**config.mk**
```make
export PLATFORM = sky130hd
export DESIGN_NAME = brb_ptr_unit
export DESIGN_NICKNAME = d
export VERILOG_FILES = /design/src/sv/brb_pkg.sv /design/src/sv/brb_ptr_unit.sv
export SDC_FILE = /design/constraint.sdc
export NUM_CORES = 1
export LEC_CHECK = 0
export ABC_AREA = 1
export ABC_CLOCK_PERIOD_IN_PS = 1700
export CORE_UTILIZATION = 25
export DETAILED_ROUTE_END_ITERATION = 6
export DONT_BUFFER_PORTS = 1
export SYNTH_ARGS = -nofsm -noshare
export SYNTH_HDL_FRONTEND = slang
export SYNTH_SLANG_ARGS = --single-unit
```
**constraint.sdc**
```tcl
create_clock -name vclk -period 1.7
set_input_delay 0 -clock vclk [all_inputs]
set_output_delay 0 -clock vclk [all_outputs]
set_load 0.005 [all_outputs]
```
**src/sv/brb_pkg.sv**
```systemverilog
// ----------------------------------------------------------------------------
// brb_pkg
// Shared types, operation codes and constants of the byte ring buffer with
// peek and pattern search.
// ----------------------------------------------------------------------------
package brb_pkg;

    localparam int DEPTH_DEF   = 1024;
    localparam int MAX_PATTERN = 8;
    localparam int CFG_DW      = 64;
    localparam int LEN_W       = 4;

    typedef logic [0:0] t_cfg_idx;
    localparam t_cfg_idx CFG_PATTERN = 1'b0;
    localparam t_cfg_idx CFG_LENGTH  = 1'b1;

    typedef logic [2:0] t_func;
    localparam t_func FUNC_PUT     = 3'd0;
    localparam t_func FUNC_GET     = 3'd1;
    localparam t_func FUNC_PEEK    = 3'd2;
    localparam t_func FUNC_DISCARD = 3'd3;
    localparam t_func FUNC_SEARCH  = 3'd4;

    typedef logic [1:0] t_status;
    localparam t_status ST_OK     = 2'd0;
    localparam t_status ST_MISS   = 2'd1;
    localparam t_status ST_BADCNT = 2'd2;

    localparam logic signed [11:0] FOUND_NONE = -12'sd1;

    typedef struct packed {
        t_func              func;
        logic [7:0]         data_byte;
        logic signed [11:0] offset;
    } t_in;

    typedef struct packed {
        logic [7:0]         read_byte;
        t_status            status;
        logic signed [11:0] found_position;
        logic [10:0]        fill_level;
        logic [10:0]        free_space;
    } t_out;

endpackage

```
**src/sv/brb_ptr_unit.sv**
```systemverilog
// ----------------------------------------------------------------------------
// brb_ptr_unit
// Shared ring address adder: base plus offset, wrapped once at DEPTH.
// ----------------------------------------------------------------------------
module brb_ptr_unit #(
    parameter int DEPTH = brb_pkg::DEPTH_DEF
) (
    input  logic [$clog2(DEPTH)-1:0]   i_base,
    input  logic [$clog2(DEPTH+1)-1:0] i_off,
    output logic [$clog2(DEPTH)-1:0]   o_addr
);
    import brb_pkg::*;

    localparam int AW = $clog2(DEPTH);
    localparam int PW = $clog2(DEPTH + 1);

    logic [PW:0] sum;

    // base < DEPTH and offset <= DEPTH, so one subtract is enough
    always_comb begin
        sum = (PW+1)'(i_base) + (PW+1)'(i_off);
        if (sum >= (PW+1)'(DEPTH)) begin
            o_addr = AW'(sum - (PW+1)'(DEPTH));
        end else begin
            o_addr = AW'(sum);
        end
    end

endmodule

```
# After elaboration in Yosys (flattened, before gate mapping)
# Index checks and enable logic that the tools add are counted.
[classes] add_sub_neg=2 n_lt_le_gt_ge=1 n_mux=1
[op_table] cell="10-bit by 11-bit adder with 12-bit output" count=1
[op_table] cell="12-bit by 11-bit >= comparator with 1-bit output (second input constant)" count=1
[op_table] cell="10-bit two-way mux" count=1
[op_table] cell="10-bit by 1-bit subtractor with 10-bit output (second input constant)" count=1
[totals] ff_bits=0 in_bits=21 out_inout_bits=10

# Depth between registers and ports, before layout
# Gate-level depths: netlist of the first run.
[depth] ltp_word=3 mapped_depth=9 ltp_nobuf=9

# Least setup slack after synthesis of the first run
# No wires, ideal clock.
[synth_timing] path_type="input to output" start="input port i_base[0]" end="output port o_addr[8]" arrival_ns=1.047 required_ns=1.700 setup_slack_ns=0.653 cell_stages=8 n_path_buf=0 path_cell_list="ha_1 -> inv_1 -> fa_1 -> o21ai_2 -> nand2_1 -> nand2_1 -> nand2_1 -> nand2_1"
[synth_between] elab_chain_cells=3 word_cells_on_any_way=4
[synth_rtl] element="start, declared" line="brb_ptr_unit.sv:8" source="input logic [$clog2(DEPTH)-1:0] i_base,"
[synth_rtl] element="10-bit by 11-bit adder with 12-bit output (*)" line="brb_ptr_unit.sv:21" source="sum = (PW+1)'(i_base) + (PW+1)'(i_off);"
[synth_rtl] element="10-bit by 1-bit subtractor with 10-bit output or 12-bit by 11-bit >= comparator with 1-bit output (tied branches)" line="brb_ptr_unit.sv:23, brb_ptr_unit.sv:22"
[synth_rtl] element="10-bit two-way mux (*)" line="brb_ptr_unit.sv:22" source="if (sum >= (PW+1)'(DEPTH)) begin"
[synth_rtl] element="end, declared" line="brb_ptr_unit.sv:10" source="output logic [$clog2(DEPTH)-1:0] o_addr"
# Mark *: on every way between the ends. The rest lies on a longest branch, timed or not.

# Worst setup path after layout of the first run
# Ends and elaborated chain as after synthesis.

==> flow_summary.ini, run 1 <==
[pwr]
ir_worst_vdd_uv = 60.5
p_int_uw = 61.9
seq_power_share_pct = 0
switching_share_pct = 61.5
power_density_nw_per_um2 = 321
p_sw_uw = 98.9
combPwrFrac_pct = 100.0
clkPwrFrac_pct = 0
leakagePower_nw = 0.311

[detailed_routing]
wirelength_um = 917
first_pass_iters = 4
postRouteAntennaNets = 0
routed_via_density = 4.34
vias = 477
drt_iter0_drc = 6
wire_per_inst_um = 8.34
drc = 0

[global_routing]
grt_pass1_vias = 350
antenna_found_initial = 0
overflow = 0
track_usage_pct = 8.81
grt_max_degree = 6
grt_pass1_wl_um = 1440

[critical_path]
crit_path_max_fanout = 3
crit_path_start_kind = input port
path_class = input port to output port
arrival_ps = 1170
cp_data_required_time_ps = 1700
cp-end-kind = output port

[logic_synthesis]
synth_top_family_by_area = simple AND/OR/NAND/NOR gates
synth_mux_area_share_pct = 0
syn_inst = 85
synthDistinctLibCells = 13
syn_area_um2 = 469
synth-seq-area-share_pct = 0
synth-adder-area-share_pct = 28.3
synth-simple-area-share_pct = 41.9
synth_xor_area_share_pct = 9.33
yosysWarnings = 0
synth_compound_area_share_pct = 7.73
syn_nets = 116
synth_area_per_cell_um2 = 5.52

[clocking]
ctsHoldBuffers = 0
cts_resized = 0
cts_setup_buffers = 0

[layout]
fin_area_um2 = 500
instances_no_fill = 110
finalNetCount = 118
antenna_cells = 0
clkbuf_count = 0
drive_gt1_share_pct = 2.35
design.seq.count = 0
syn_to_final_growth_pct = 6.67
seq_area_um2 = 0

[sta]
tns_ps = 0
slew_violations = 0
fmax_ghz = 0.852
max_slew.worst_pin.slew_ps = 236
min_period_ps = 1170
slew_headroom_pct = 84.3
hold_slack_ps = 111
rsz0062_at_grt = false
setup_viol = 0
hold_viol = 0
final.period_utilization_pct = 69.1

[floorplanning]
io_pins = 31
start_util_pct = 26.9
die_h_um = 45.3
die_w_um = 45.3
rows = 15
dieArea_um2 = 2050
coreArea_um2 = 1750

[placement]
port_buffers = 0
dp.cells = 110
dpl_cell_area_um2 = 500
place_congestion = 0.713
dp.final_hpwl_um = 839

[run]
maxCapViolations = 0

[run_status]
status = complete, no violations

[min_path]
min_path_type = input port to output port
[metal layers]
metal / vias up / share of wire [%] / wire, um / track usage [%]
met2: 15 / 46 / 425 / 13.6
met3: 0 / 5.0 / 46 / 0
met4: 0 / 0 / 0 / 0
met1: 197 / 48 / 444 / 14.3
met5: - / 0 / 0 / 0
li1: 265 / - / - / -
[cell type report]
type | count | area (um2)
inverter | 16 | 60.1
fill | 224 | 1240
multi-input combinational | 69 | 409
tap | 25 | 31.3
[critical path, stage by stage]
cell     delay [ps]
ha_1            170
inv_1            60
fa_1            430
o21ai_2         220
nand2_1         100
nand2_1          70
nand2_1          40
nand2_1          70
[cells in the mapped netlist]
cell type	number	area (um2)
nand3_1	6	30.0
xnor2_1	1	8.76
ha_1	9	113
o21a_1	1	7.51
xor2_1	4	35.0
nand2_1	34	128
o21ai_2	1	8.76
nor2_1	6	22.5
nand3_2	1	10.0
a21oi_1	4	20.0
fa_1	1	20.0
inv_1	16	60.1
nand4_1	1	6.26
[through the flow]
stage	setup WS [ps]	power (mW)	util, %
global placement	519	0.161	28.7
finish	526	0.161	28.7
global route	406	0.188	28.7
detailed placement	507	0.163	28.7
floorplan	653	0.138	-
CTS	508	0.164	28.7
[worst paths after layout]
check | cells after the start | to | slack, ps | start
worst max-delay path | 8 | o_addr[8] | 530 | i_base[0]
worst min-delay path | 1 | o_addr[0] | 110 | i_off[0]
[power groups by stage]
stage               clock [mW]  combinational (mW)  sequential, mW
CTS                          0               0.164               0
global route                 0               0.188               0
global placement             0               0.161               0
detailed placement           0               0.163               0
finish                       0               0.161               0
floorplan                    0               0.138               0
[cell usage in the layout, fill, tap and decap left out]
cell type  count
nor2_1         6
nand3_1        6
inv_1         16
nand2_1       34
nand3_2        1
fa_1           1
o21a_1         1
ha_1           9
a21oi_1        4
o21ai_2        1
nand4_1        1
xor2_1         4
xnor2_1        1
[cells by family after synthesis]
logic type / after synthesis
buf+inv: 16
simple gates: 48
fa+ha+maj: 10
compound gates: 6
xor+xnor: 5
No activity file was read; power rests on OpenSTA's default activity.
==> run 2: changes to the inputs <==
ABC_AREA = 0   (was 1)
ABC_CLOCK_PERIOD_IN_PS = 1100   (was 1700)
clock period = 1.1 ns   (was 1.7 ns; I/O delays follow)
==> run 2 against run 1 <==
Compared with the run above: worst setup slack got worse by 500 ps; via count decreased by 15%; core utilization increased by 12 points; area after synthesis decreased by 18%; worst hold slack got worse by 8.5 ps; non-clock buffer count increased by 7.
==> flow_summary.ini, run 2 <==
[run_status]
status = complete, no violations

[layout]
clkbuf_count = 0
fin_area_um2 = 556
antenna_cells = 0
seq_area_um2 = 0
layout_common_cells = 7 x xnor2_1, 7 x buf_4, 5 x inv_1, 5 x ha_4
drive_gt1_share_pct = 36.2
finalNetCount = 91
design.seq.count = 0
instances_no_fill = 73
utilization_pct = 40.7
syn_to_final_growth_pct = 44.2

[pwr]
ir_worst_vdd_uv = 202
power_density_nw_per_um2 = 563
leakagePower_nw = 0.227

[global_routing]
antenna_found_initial = 0
grt_max_degree = 7
grt_pass1_vias = 327
grt_pass1_wl_um = 1180
track_usage_pct = 9.86
overflow = 0

[floorplanning]
rows = 13
dieArea_um2 = 1700
die_h_um = 41.3
io_pins = 31
coreArea_um2 = 1370
die_w_um = 41.3
start_util_pct = 28.2

[detailed_routing]
routed_via_density = 5.56
drt_iter0_drc = 15
wirelength_um = 919
wire_per_inst_um = 12.6
postRouteAntennaNets = 0
vias = 406
first_pass_iters = 4
drc = 0

[critical_path]
cp-end-kind = output port
crit_end = o_addr[8]
path_buf_inv = 1
cp.depth = 7
crit_path_max_incr_delay_ps = 330
path_class = input port to output port
slowest_stage = fa_2
cp_data_required_time_ps = 1100
path_cells = ha_4 -> inv_2 -> fa_2 -> nand2b_4 -> a21oi_4 -> a221oi_2 -> xnor2_1
arrival_ps = 1080
crit_path_start_kind = input port
cp_top_family = adder cells
critical_path.startpoint = i_off[0]
crit_path_max_fanout = 2

[placement]
port_buffers = 0
dpl_cell_area_um2 = 468
dp.final_hpwl_um = 738
place_congestion = 0.728
dp.cells = 71
dp_slack_ps = -64.7

[sta]
setup_viol = 0
tns_ps = 0
setup_ws_ps = 23.0
slew_violations = 0
rsz0062_at_grt = true
min_period_ps = 1080
fmax_ghz = 0.929
max_slew.worst_pin.slew_ps = 306
slew_headroom_pct = 79.5
final.period_utilization_pct = 97.9
hold_viol = 0

[logic_synthesis]
synth_compound_area_share_pct = 23.7
syn_area_um2 = 385
synthTopCellsByArea = ha_1 29%, xnor2_1 16%, nand3_1 6.5%, inv_1 5.8%, a21oi_1 5.2%
synth_area_per_cell_um2 = 7.56
synth_xor_area_share_pct = 20.5
syn_nets = 82
synth-adder-area-share_pct = 34.4
syn_inst = 51
yosysWarnings = 0
synthTopCellsByCount = 9 x ha_1, 7 x xnor2_1, 6 x inv_1
synth.most_common_cell = ha_1
yosys.area.top_type = ha_1
synth_top_cell_area_share_pct = 29.2
synth_mux_area_share_pct = 0
synth-simple-area-share_pct = 15.6
synthDistinctLibCells = 17
synth_top_family_by_area = adder cells
synth-seq-area-share_pct = 0

[min_path]
min_path_type = input port to output port

[run]
maxCapViolations = 0
[run 2: changes by cell type after synthesis, moves of 2 or more]
cell | before | now
xnor2_1 | 1 | 7
o211ai_1 | 0 | 2
a21o_1 | 0 | 2
xor2_1 | 4 | 2
nor2_1 | 6 | 4
a31oi_1 | 0 | 2
inv_1 | 16 | 6
nand2_1 | 34 | 2
[run 2: worst min-delay path by stage]
stage                     startpoint         to  depth (start not counted)
after detailed placement    i_off[0]  o_addr[0]                          1
after global routing       i_base[0]  o_addr[0]                          1
after floorplan             i_off[0]  o_addr[0]                          1
after CTS                   i_off[0]  o_addr[0]                          1
final                      i_base[0]  o_addr[0]                          1
after global placement      i_off[0]  o_addr[0]                          1
[run 2: where the power goes]
| group | total (mW) | switching [mW] | internal (mW) |
|---|---|---|---|
| registers | 0 | 0 | 0 |
| clock network | 0 | 0 | 0 |
| logic | 0.313 | 0.151 | 0.162 |
[run 2: cells by family after synthesis]
| logic type | count (synthesis) |
|---|---|
| XOR/XNOR | 9 |
| AO/OA/AOI/OAI | 13 |
| adder cells (fa/ha/maj) | 10 |
| AND/OR/NAND/NOR | 13 |
| buffers and inverters | 6 |
[run 2: layout make-up]
type               count  area, um2
inverters              6       22.5
repair buffers         7       52.6
fillers              145        811
multi-input cells     45        462
well taps             15       18.8
[run 2: repair_timing]
item                       CTS  global route
pin swaps                    5             9
hold buffers                 0             0
gates resized for setup      6             5
setup endpoints to repair    2             4
hold endpoints to repair     0             0
buffers inserted             0             2
[run 2: per-layer routing]
metal / up-vias / wire length (um) / global-route usage, %
li1: 199 / - / -
met1: 185 / 375 / 11.7
met2: 22 / 435 / 19.9
met3: 0 / 108 / 0.543
met4: 0 / 0 / 0
met5: - / 0 / 0
[run 2: stage by stage]
| stage | hold WS, ps | total power [mW] |
|---|---|---|
| CTS | 104 | 0.294 |
| detailed placement | 115 | 0.273 |
| finish | 102 | 0.313 |
| global placement | 115 | 0.272 |
| global route | 104 | 0.353 |
| floorplan | 109 | 0.219 |
