$ cat config.mk
export PLATFORM = sky130hd
export DESIGN_NAME = brb_cfg
export DESIGN_NICKNAME = d
export VERILOG_FILES = /design/src/sv/brb_pkg.sv /design/src/sv/brb_cfg.sv
export SDC_FILE = /design/constraint.sdc
export NUM_CORES = 1
export LEC_CHECK = 0
export BUFFER_PORTS_ARGS = -buffer_cell sky130_fd_sc_hd__buf_2
export CORE_UTILIZATION = 35
export DETAILED_ROUTE_END_ITERATION = 8
export SETUP_SLACK_MARGIN = 0.05
export SLEW_MARGIN = 30
export SYNTH_ARGS = -nofsm -noshare
export SYNTH_HDL_FRONTEND = slang
export SYNTH_SLANG_ARGS = --single-unit
$ cat constraint.sdc
create_clock -name i_clk -period 1.1 [get_ports i_clk]
set_clock_uncertainty 0.2 [all_clocks]
set_input_delay 0.22 -clock i_clk [delete_from_list [all_inputs] [get_ports i_clk]]
set_output_delay 0.22 -clock i_clk [all_outputs]
set_load 0.02 [all_outputs]
$ cat src/sv/brb_pkg.sv
// ----------------------------------------------------------------------------
// brb_pkg
// Shared types, operation codes and constants of the byte ring buffer with
// peek and pattern search.
// ----------------------------------------------------------------------------
package brb_pkg;

    localparam int DEPTH_DEF   = 1024;
    localparam int MAX_PATTERN = 8;
    localparam int CFG_DW      = 64;
    localparam int LEN_W       = 4;

    typedef logic [0:0] t_cfg_idx;
    localparam t_cfg_idx CFG_PATTERN = 1'b0;
    localparam t_cfg_idx CFG_LENGTH  = 1'b1;

    typedef logic [2:0] t_func;
    localparam t_func FUNC_PUT     = 3'd0;
    localparam t_func FUNC_GET     = 3'd1;
    localparam t_func FUNC_PEEK    = 3'd2;
    localparam t_func FUNC_DISCARD = 3'd3;
    localparam t_func FUNC_SEARCH  = 3'd4;

    typedef logic [1:0] t_status;
    localparam t_status ST_OK     = 2'd0;
    localparam t_status ST_MISS   = 2'd1;
    localparam t_status ST_BADCNT = 2'd2;

    localparam logic signed [11:0] FOUND_NONE = -12'sd1;

    typedef struct packed {
        t_func              func;
        logic [7:0]         data_byte;
        logic signed [11:0] offset;
    } t_in;

    typedef struct packed {
        logic [7:0]         read_byte;
        t_status            status;
        logic signed [11:0] found_position;
        logic [10:0]        fill_level;
        logic [10:0]        free_space;
    } t_out;

endpackage

$ cat src/sv/brb_cfg.sv
// ----------------------------------------------------------------------------
// brb_cfg
// Search pattern registers; the pattern length is saturated on the way out.
// ----------------------------------------------------------------------------
module brb_cfg (
    input  logic                         i_clk,
    input  logic                         i_rst_n,
    input  logic                         i_we,
    input  brb_pkg::t_cfg_idx            i_idx,
    input  logic [brb_pkg::CFG_DW-1:0]   i_wdata,
    output logic [brb_pkg::CFG_DW-1:0]   o_pattern,
    output logic [brb_pkg::LEN_W-1:0]    o_len
);
    import brb_pkg::*;

    logic [CFG_DW-1:0] r_pattern;
    logic [LEN_W-1:0]  r_len;

    always_ff @(posedge i_clk) begin
        if (!i_rst_n) begin
            r_pattern <= '0;
            r_len     <= '0;
        end else if (i_we) begin
            case (i_idx)
                CFG_PATTERN: r_pattern <= i_wdata;
                CFG_LENGTH:  r_len     <= i_wdata[LEN_W-1:0];
                default:     r_len     <= r_len;
            endcase
        end
    end

    assign o_pattern = r_pattern;
    assign o_len     = (r_len > LEN_W'(MAX_PATTERN)) ? LEN_W'(MAX_PATTERN) : r_len;

endmodule

After elaboration in Yosys (flattened, before gate mapping)
Index checks and enable logic that the tools add are counted.
{"block": "totals", "regBits": 68, "word_cells": 7}
{"block": "op_classes", "n_lt_le_gt_ge": 1, "n_mux": 1, "bitwise_logic": 1, "n_reduce_logical": 2}
{"operator": "greater-than comparator 4 bit (second input constant)", "count": 1}
{"operator": "2-to-1 mux 4 bit", "count": 1}
{"operator": "AND reduction 2 bit", "count": 2}
{"operator": "NOT 1 bit", "count": 1}

Logic depth before layout (Yosys ltp)
Gate-level depths: netlist of the first run.
{"block": "logic_depth", "depth_word": 2, "depth_mapped": 5, "depth_no_buf": 2}

Worst setup path before layout of the first run
No wires, ideal clock.
{"block": "synth_path", "path_type": "input -> register", "start": "input port i_we", "end": "register r_pattern[0], in the netlist o_pattern[0]", "setup_time_ps": 72, "arrival_ps": 807, "required_time_ps": 828, "path_slack_ps": 21, "stages": 4, "path_cell_list": "nor2b_4 -> buf_12 -> buf_12 -> mux2i_1"}
{"block": "synth_between", "elab_chain_cells": 1}
{"item": "start, declared", "line_no": "brb_cfg.sv:8", "rtl": "input logic i_we,"}
{"item": "AND reduction 2 bit (no line)"}
{"item": "end signal, assigned", "line_no": "brb_cfg.sv:25", "rtl": "CFG_PATTERN: r_pattern <= i_wdata;"}
{"item": "end, declared", "line_no": "brb_cfg.sv:16", "rtl": "logic [CFG_DW-1:0] r_pattern;"}
Every way passes these cells.
A chain may end at the register's enable or synchronous reset.

Worst setup path in the final report of the first run
{"block": "layout_path", "start": "register r_len[3]", "end": "output port o_len[2] (netlist bit)"}
{"block": "layout_between", "elab_chain_cells": 2}
{"item": "start, declared", "line_no": "brb_cfg.sv:17", "rtl": "logic [LEN_W-1:0] r_len;"}
{"item": "start signal, assigned", "line_no": "brb_cfg.sv:26", "rtl": "CFG_LENGTH: r_len <= i_wdata[LEN_W-1:0];"}
{"item": "start signal, assigned", "line_no": "brb_cfg.sv:27", "rtl": "default: r_len <= r_len;"}
{"item": "greater-than comparator 4 bit", "line_no": "brb_cfg.sv:33", "rtl": "assign o_len = (r_len > LEN_W'(MAX_PATTERN)) ? LEN_W'(MAX_PATTERN) : r_len;"}
{"item": "2-to-1 mux 4 bit", "line_no": "brb_cfg.sv:33"}
{"item": "end, declared", "line_no": "brb_cfg.sv:12", "rtl": "output logic [brb_pkg::LEN_W-1:0] o_len"}
Every way passes these cells.

==> results.md, run 1 <==
- Run status: complete, but fails checks
- Violations in the final reports: setup timing
- CP Data Arrival Time: 950 ps
- Number of max-slew violations in the final report: 0
- Worst slew margin relative to its limit: a little under nine tenths
- Layout overhead on the synthesized area: 75.97%
- Slew at the pin closest to its max-slew limit: between 200 and 250 ps
- Worst Path Class, Setup: flip-flop to primary output
- First-pass iteration count of the detailed router: 4
- Number of clock buffers inserted by TritonCTS: 9
- Top library cells by usage in the layout, fill and taps aside: sky130_fd_sc_hd__nand2_1 (132), sky130_fd_sc_hd__mux2i_1 (68), sky130_fd_sc_hd__buf_2 (67)
- Pre-CTS setup slack: -195.8 ps
- Setup crit end kind: primary output
- Diode insertion count for antenna repair: 0
- Number of port buffers: approximately 140
- Placed wire-length estimate after detailed placement: 4347 um
- Die extent in y: 92.05 um
- TritonCTS sink count: 68
- Antenna violations before repair: 0
- Post-Syn Area: roughly 0.0028 sq mm
- Crit-path max cell delay: between 300 and 400 ps
- Iteration-0 DRC Markers: 38
- Maximum number of pins on one net before global-route repair: 49
- Maximum fanout encountered on the critical timing path: 5
- Fraction of power consumed by the clock network: 35.0%
- Leading cell type in the layout, fill and taps excluded: sky130_fd_sc_hd__nand2_1
- Total length of routed wires: ~7900 um
- Maximum level of the CTS H-tree: 3
- Via Count: approximately 2700
- Power density over the cells: around 1200 mW/mm^2
- Wire length of the first global-routing pass: 12560 um
- VDD IR max: about 0.00058 V
- Average wire per standard cell: about 13 um
- Die outline width: 92.05 um
- Leakage power total: 2.281 nW
- HP Class: input port to flip-flop
- CP Cell Sequence: nor2b_2 -> buf_6
- DRT antenna net count: 0
- Final worst path period need: 1371 ps
- Reg-to-reg setup timing slack: 70 ps
- Endpoints failing setup: 68
- Final period util: 124.7%
- Tot GR Track Use: roughly a fifth
- Library cells used by synthesis: 11
- RSZ-0062 raised after global routing: yes
- Layout Cell Area excl Fill: between 0.004 and 0.005 sq mm
- Crit-path slowest cell: sky130_fd_sc_hd__dfxtp_2
- Area of the die: 0.008472 sq mm
- Via count of the first global-routing pass: 2799
- Sequential share of power: 45.3%
- Placer's final routability congestion estimate: ~0.71
- Net Count, Synth: around 370
- Root cell of the clock tree: sky130_fd_sc_hd__clkbuf_8
- Starting density of the core: between 30 and 40%
- Mean post-synth cell area: about 9.6 sq um
- Final Hold Violating Endpoints: 0
- Worst setup SP type: flip-flop
- Share of cells above drive strength 1: 48.26%
- Max cap viols: 0
- Global-route congestion overflow total: 0
- Total power of the final layout: between 5 and 6 mW
- Count of synthesis-stage warnings from yosys: 0
- Cell area after placement: ~0.0035 sq mm
- Number of placement rows: 32
- Switching share of power: between 20% and 30%
- TritonCTS clock tree: built
- Number of top-level pins: 136
- Number of instances in the synthesized netlist: approximately 300
- Clock Pin Slew Worst Setup and Hold Paths: 80 ps
- Portion of total power attributed to combinational logic: about a fifth
- Drt drc: 0
- Number of nets in the finished design: a little under 600
- Register bit count reported by yosys: between 60 and 70
- Net switching power: approximately 1.6 mW
- Highest attainable clock frequency: about 730 MHz
- Cell-internal power: approximately 4.4 mW
- Portion of the post-synthesis area used by sequential elements: a little under half
- Worst Slack Setup Final: -271.2 ps
- CP Data Required Time: between 600 and 700 ps
- Final core utilization: 64.29%
- TNS Setup: -8463 ps
- Later-pin clock latency in the skew report: approximately 340 ps
- Buffers from clock root to sink, at most: 2
- Vias per std cell: about 4.4
- Core Region: 0.007767 sq mm
-- synth_stat cells --
cell / number / area (sq um)
sky130_fd_sc_hd__and2_2: 1 / 7.510
sky130_fd_sc_hd__buf_12: 7 / 140.1
sky130_fd_sc_hd__buf_2: 6 / 30.03
sky130_fd_sc_hd__buf_4: 7 / 52.55
sky130_fd_sc_hd__buf_6: 3 / 33.78
sky130_fd_sc_hd__clkbuf_1: 1 / 3.750
sky130_fd_sc_hd__dfxtp_1: 68 / 1361
sky130_fd_sc_hd__mux2i_1: 68 / 680.7
sky130_fd_sc_hd__nand2_1: 132 / 495.5
sky130_fd_sc_hd__nor2b_1: 3 / 18.77
sky130_fd_sc_hd__nor2b_4: 1 / 13.76
-- power by group through the flow --
stage	logic (mW)	registers (mW)	clock network, mW
after floorplan	0.396	2.85	0
after global placement	0.784	2.70	0
after detailed placement	0.796	2.71	0
after CTS	1.13	2.70	2.16
after global routing	1.26	2.72	2.28
final	1.18	2.71	2.09
-- cell families after synthesis --
family,after synthesis,synth area share (%)
buffers and inverters,24,9.171
and+or+nand+nor,137,18.87
DFF,68,47.97
muxes,68,23.99
-- path summary, 6_finish.rpt --
path	from	endpoint	cells past startpoint
hold / removal	i_we	r_len[1]$_SDFFE_PN0P_	3
hold reg to reg	r_len[0]$_SDFFE_PN0P_	r_len[0]$_SDFFE_PN0P_	2
setup reg to reg	o_pattern[14]$_SDFFE_PN0P_	o_pattern[14]$_SDFFE_PN0P_	4
setup / recovery	r_len[3]$_SDFFE_PN0P_	o_len[2]	2
-- metrics by stage --
step / hold WS, ps / instances
6_report: 115.4 / 618
5_1_grt: 116.3 / 618
4_1_cts: 104.3 / 607
3_5_place_dp: 244.8 / 518
3_3_place_gp: 237.8 / 518
2_1_floorplan: 162.1 / 297
-- registers in the layout (all words and copies together) (netlist names) --
signal and flops:
o_pattern 64, r_len 4
-- critical path: cells and delay by family (launching register included) --
kind,cells,cell delay [ps]
buf+inv,1,130
simple gates,1,130
flops,1,360
-- area by class of cell --
cell class | instances | area, sq um
fillers | 632 | 2774
repair buffers | 227 | 1997
flip-flops and latches | 68 | 1444
multi-input cells | 205 | 1224
clock buffers | 10 | 137.6
well taps | 102 | 127.6
clock inverters | 6 | 63.81
-- what timing repair did --
action / CTS / global route
hold endpoints to repair: 68 / 0
resized for setup: 196 / 3
setup buffers: 8 / 11
hold buffers: 65 / 0
endpoints found under the setup margin: 68 / 69
-- per-layer routing --
metal / up-vias / track usage [%] / share of wire (%) / wire length [um]
li1: 1370 / - / - / -
met1: 1259 / 18.57 / 39 / 3085
met2: 92 / 36.13 / 54 / 4247
met3: 15 / 5.473 / 5.4 / 425
met4: 0 / 8.333 / 2.2 / 177
met5: - / 0 / 0 / 0
Power figures use the tool's default switching activity.
==> run 2, diff against run 1 <==
--- a/config.mk
+++ b/config.mk
@@ -6,6 +6,7 @@
 export NUM_CORES = 1
 export LEC_CHECK = 0
 export BUFFER_PORTS_ARGS = -buffer_cell sky130_fd_sc_hd__buf_2
+export CORE_MARGIN = 1.5
 export CORE_UTILIZATION = 35
 export DETAILED_ROUTE_END_ITERATION = 8
 export SETUP_SLACK_MARGIN = 0.05
==> results.md, run 2 (synthesis results as in run 1) <==
- Top library cells by usage in the layout, fill and taps aside: sky130_fd_sc_hd__nand2_1 (132), sky130_fd_sc_hd__mux2i_1 (68), sky130_fd_sc_hd__dfxtp_2 (67), sky130_fd_sc_hd__buf_6 (67), sky130_fd_sc_hd__buf_2 (66) (was sky130_fd_sc_hd__nand2_1 (132), sky130_fd_sc_hd__mux2i_1 (68), sky130_fd_sc_hd__buf_2 (67))
- CTS Hold Buffers Added: 65 (unchanged)
- Layout overhead on the synthesized area: 75.79% (was 75.97%)
- Final standard cell count with taps included and fillers excluded: 615 (was 618)
- Worst hold path depth: 3 (unchanged)
- Worst setup SP type: flip-flop (unchanged)
- Total power of the final layout: 5.938 mW (was 5.981 mW)
- Antenna violations before repair: 0 (unchanged)
- CP Data Required Time: 680 ps (about the same)
- Number of port buffers: 135 (unchanged)
- Final worst path period need: 1388 ps (was 1371 ps)
- Via Count: 2704 (was 2736)
- Number of top-level pins: 136 (unchanged)
- Worst path top cell family by delay: flip-flops (unchanged)
- Share of cells above drive strength 1: 48.54% (was 48.26%)
- Iteration-0 DRC Markers: 42 (was 38)
- RSZ-0062 raised after global routing: yes (unchanged)
- Number of fill cells in the layout: 633 (was 632)
- Placed wire-length estimate after detailed placement: 4243 um (was 4347 um)
- Bufs and invs on worst path: 1 (unchanged)
- Violations in the final reports: hold timing, setup timing (was setup timing)
- Core Region: 0.007807 sq mm (was 0.007767 sq mm)
- Wire length of the first global-routing pass: 12550 um (was 12560 um)
- Number of nets in the finished design: 576 (was 579)
- CP Cell Sequence: nor2b_2 -> buf_6 (unchanged)
- Critical path depth: 2 (unchanged)
- Number of max-slew violations in the final report: 0 (unchanged)
- Highest attainable clock frequency: 720.6 MHz (was 729.3 MHz)
- Die outline width: 93.05 um (was 92.05 um)
- DRT antenna net count: 0 (unchanged)
- Average wire per standard cell: 12.75 um (was 12.84 um)
- Clock Pin Slew Worst Setup and Hold Paths: 80 ps (about the same)
- Number of flip-flops under the largest register name: 64 (unchanged)
- Leakage power total: 2.269 nW (was 2.281 nW)
- Placer's final routability congestion estimate: 0.7346 (was 0.7073)
- Area of the die: 0.008657 sq mm (was 0.008472 sq mm)
- Worst Slack Setup Final: -287.8 ps (was -271.2 ps)
- Endpoints failing setup: 68 (unchanged)
- Run status: complete, but fails checks (unchanged)
- Worst Path Class, Setup: flip-flop to primary output (unchanged)
- Setup crit end kind: primary output (unchanged)
- Starting density of the core: 36.35% (was 36.53%)
- Maximum number of pins on one net before global-route repair: 57 (was 49)
- Final period util: 126.2% (was 124.7%)
- Power density over the cells: 1190 mW/mm^2 (was 1198 mW/mm^2)
- Final Hold Violating Endpoints: 1 (was 0)
- Count of cells along the worst register-to-register path: 4 (unchanged)
- Vias per std cell: 4.397 (was 4.427)
- Crit-path max cell delay: 380 ps (was 360 ps)
- Maximum fanout encountered on the critical timing path: 5 (unchanged)
- Via count of the first global-routing pass: 2851 (was 2799)
- TritonCTS sink count: 68 (unchanged)
- Slew at the pin closest to its max-slew limit: 228.6 ps (was 213.8 ps)
- Buffers from clock root to sink, at most: 2 (unchanged)
- Layout Cell Area excl Fill: 0.004989 sq mm (was 0.004994 sq mm)
- Combined area of the multi-input logic cells: 0.001234 sq mm (was 0.001224 sq mm)
- First-pass iteration count of the detailed router: 5 (was 4)
- Cell area after placement: 0.003493 sq mm (was 0.003501 sq mm)
- Leading cell type in the layout, fill and taps excluded: sky130_fd_sc_hd__nand2_1 (unchanged)
- Max cap viols: 0 (unchanged)
- Seq. cell area: 0.001449 sq mm (was 0.001444 sq mm)
- CP Data Arrival Time: 970 ps (was 950 ps)
- Worst slew margin relative to its limit: 84.76% (was 85.75%)
- Total length of routed wires: 7840 um (was 7935 um)
- Number of placement rows: 32 (unchanged)
- Tot GR Track Use: 18.35% (was 18.87%)
- Diode insertion count for antenna repair: 0 (unchanged)
- Final Hold Slack: -15.55 ps (was 115.4 ps)
- Number of instances in the placed design: 517 (was 518)
- Root cell of the clock tree: sky130_fd_sc_hd__clkbuf_8 (unchanged)
- Later-pin clock latency in the skew report: 340 ps (about the same)
- HP Class: input port to flip-flop (unchanged)
- Number of clock buffers inserted by TritonCTS: 9 (unchanged)
- Maximum level of the CTS H-tree: 3 (unchanged)
- Global-route congestion overflow total: 0 (unchanged)
- Die extent in y: 93.05 um (was 92.05 um)
- Crit-path slowest cell: sky130_fd_sc_hd__dfxtp_4 (was sky130_fd_sc_hd__dfxtp_2)
- Drt drc: 0 (unchanged)
- TNS Setup: -8393 ps (was -8463 ps)
- VDD IR max: 0.001003 V (was 0.0005816 V)
- TritonCTS clock tree: built (unchanged)
==> run 2: cell types whose count changed in the layout (fill, tap and decap cells not counted), moves of 2 or more <==
cell	delta
sky130_fd_sc_hd__dfxtp_1	-2
sky130_fd_sc_hd__nor2b_2	-2
sky130_fd_sc_hd__nor2b_4	+2
sky130_fd_sc_hd__buf_4	-2
==> run 2: cell type report <==
type | instances | area share, %
flip-flops and latches | 68 | 29.04
clock buffers | 9 | 2.483
multi-input cells | 205 | 24.73
repair buffers | 224 | 39.65
clock inverters | 7 | 1.530
well taps | 102 | 2.558
==> run 2: timing repair <==
item / in CTS / in global routing
resized for setup: 200 / 5
hold endpoints to repair: 68 / 1
setup buffers: 9 / 10
setup endpoints to repair: 68 / 70
pin swaps: 0 / 0
==> run 2: worst register-to-register path, delay by kind of cell (launching register included) <==
| kind | cells | cell delay, ps |
|---|---|---|
| simple gates | 1 | 40 |
| flops | 1 | 330 |
| buf+inv | 2 | 240 |
| mux | 1 | 70 |
==> run 2: path summary, 6_finish.rpt <==
| check | start | to | slack [ps] |
|---|---|---|---|
| max | r_len[3]$_SDFFE_PN0P_ | o_len[0] | -290 |
| max reg2reg | o_pattern[42]$_SDFFE_PN0P_ | o_pattern[42]$_SDFFE_PN0P_ | 110 |
| min | i_rst_n | o_pattern[7]$_SDFFE_PN0P_ | -20 |
| min reg2reg | r_len[0]$_SDFFE_PN0P_ | r_len[0]$_SDFFE_PN0P_ | 260 |
==> run 2: where the power goes <==
group / leakage [nW] / switching, mW / internal (mW)
registers: 0.585 / 0.0937 / 2.61
clock network: 0.0958 / 0.998 / 1.06
logic: 1.59 / 0.509 / 0.668
total: 2.27 / 1.60 / 4.34
==> run 2: per-layer routing <==
layer | global-route usage [%] | wire length, um | vias up
met2 | 35.16 | 4151 | 91
met3 | 4.959 | 398 | 17
met5 | 0 | 0 | -
met4 | 7.955 | 222 | 0
met1 | 18.31 | 3067 | 1227
li1 | - | - | 1369
==> run 2: per-stage QoR <==
step | worst slack [ps] | util (%)
after floorplan | 21.26 | -
after global placement | -150.6 | 44.74
after detailed placement | -203.2 | 44.74
after CTS | -293.4 | 62.90
after global routing | -334.1 | 63.89
final | -287.8 | 63.89
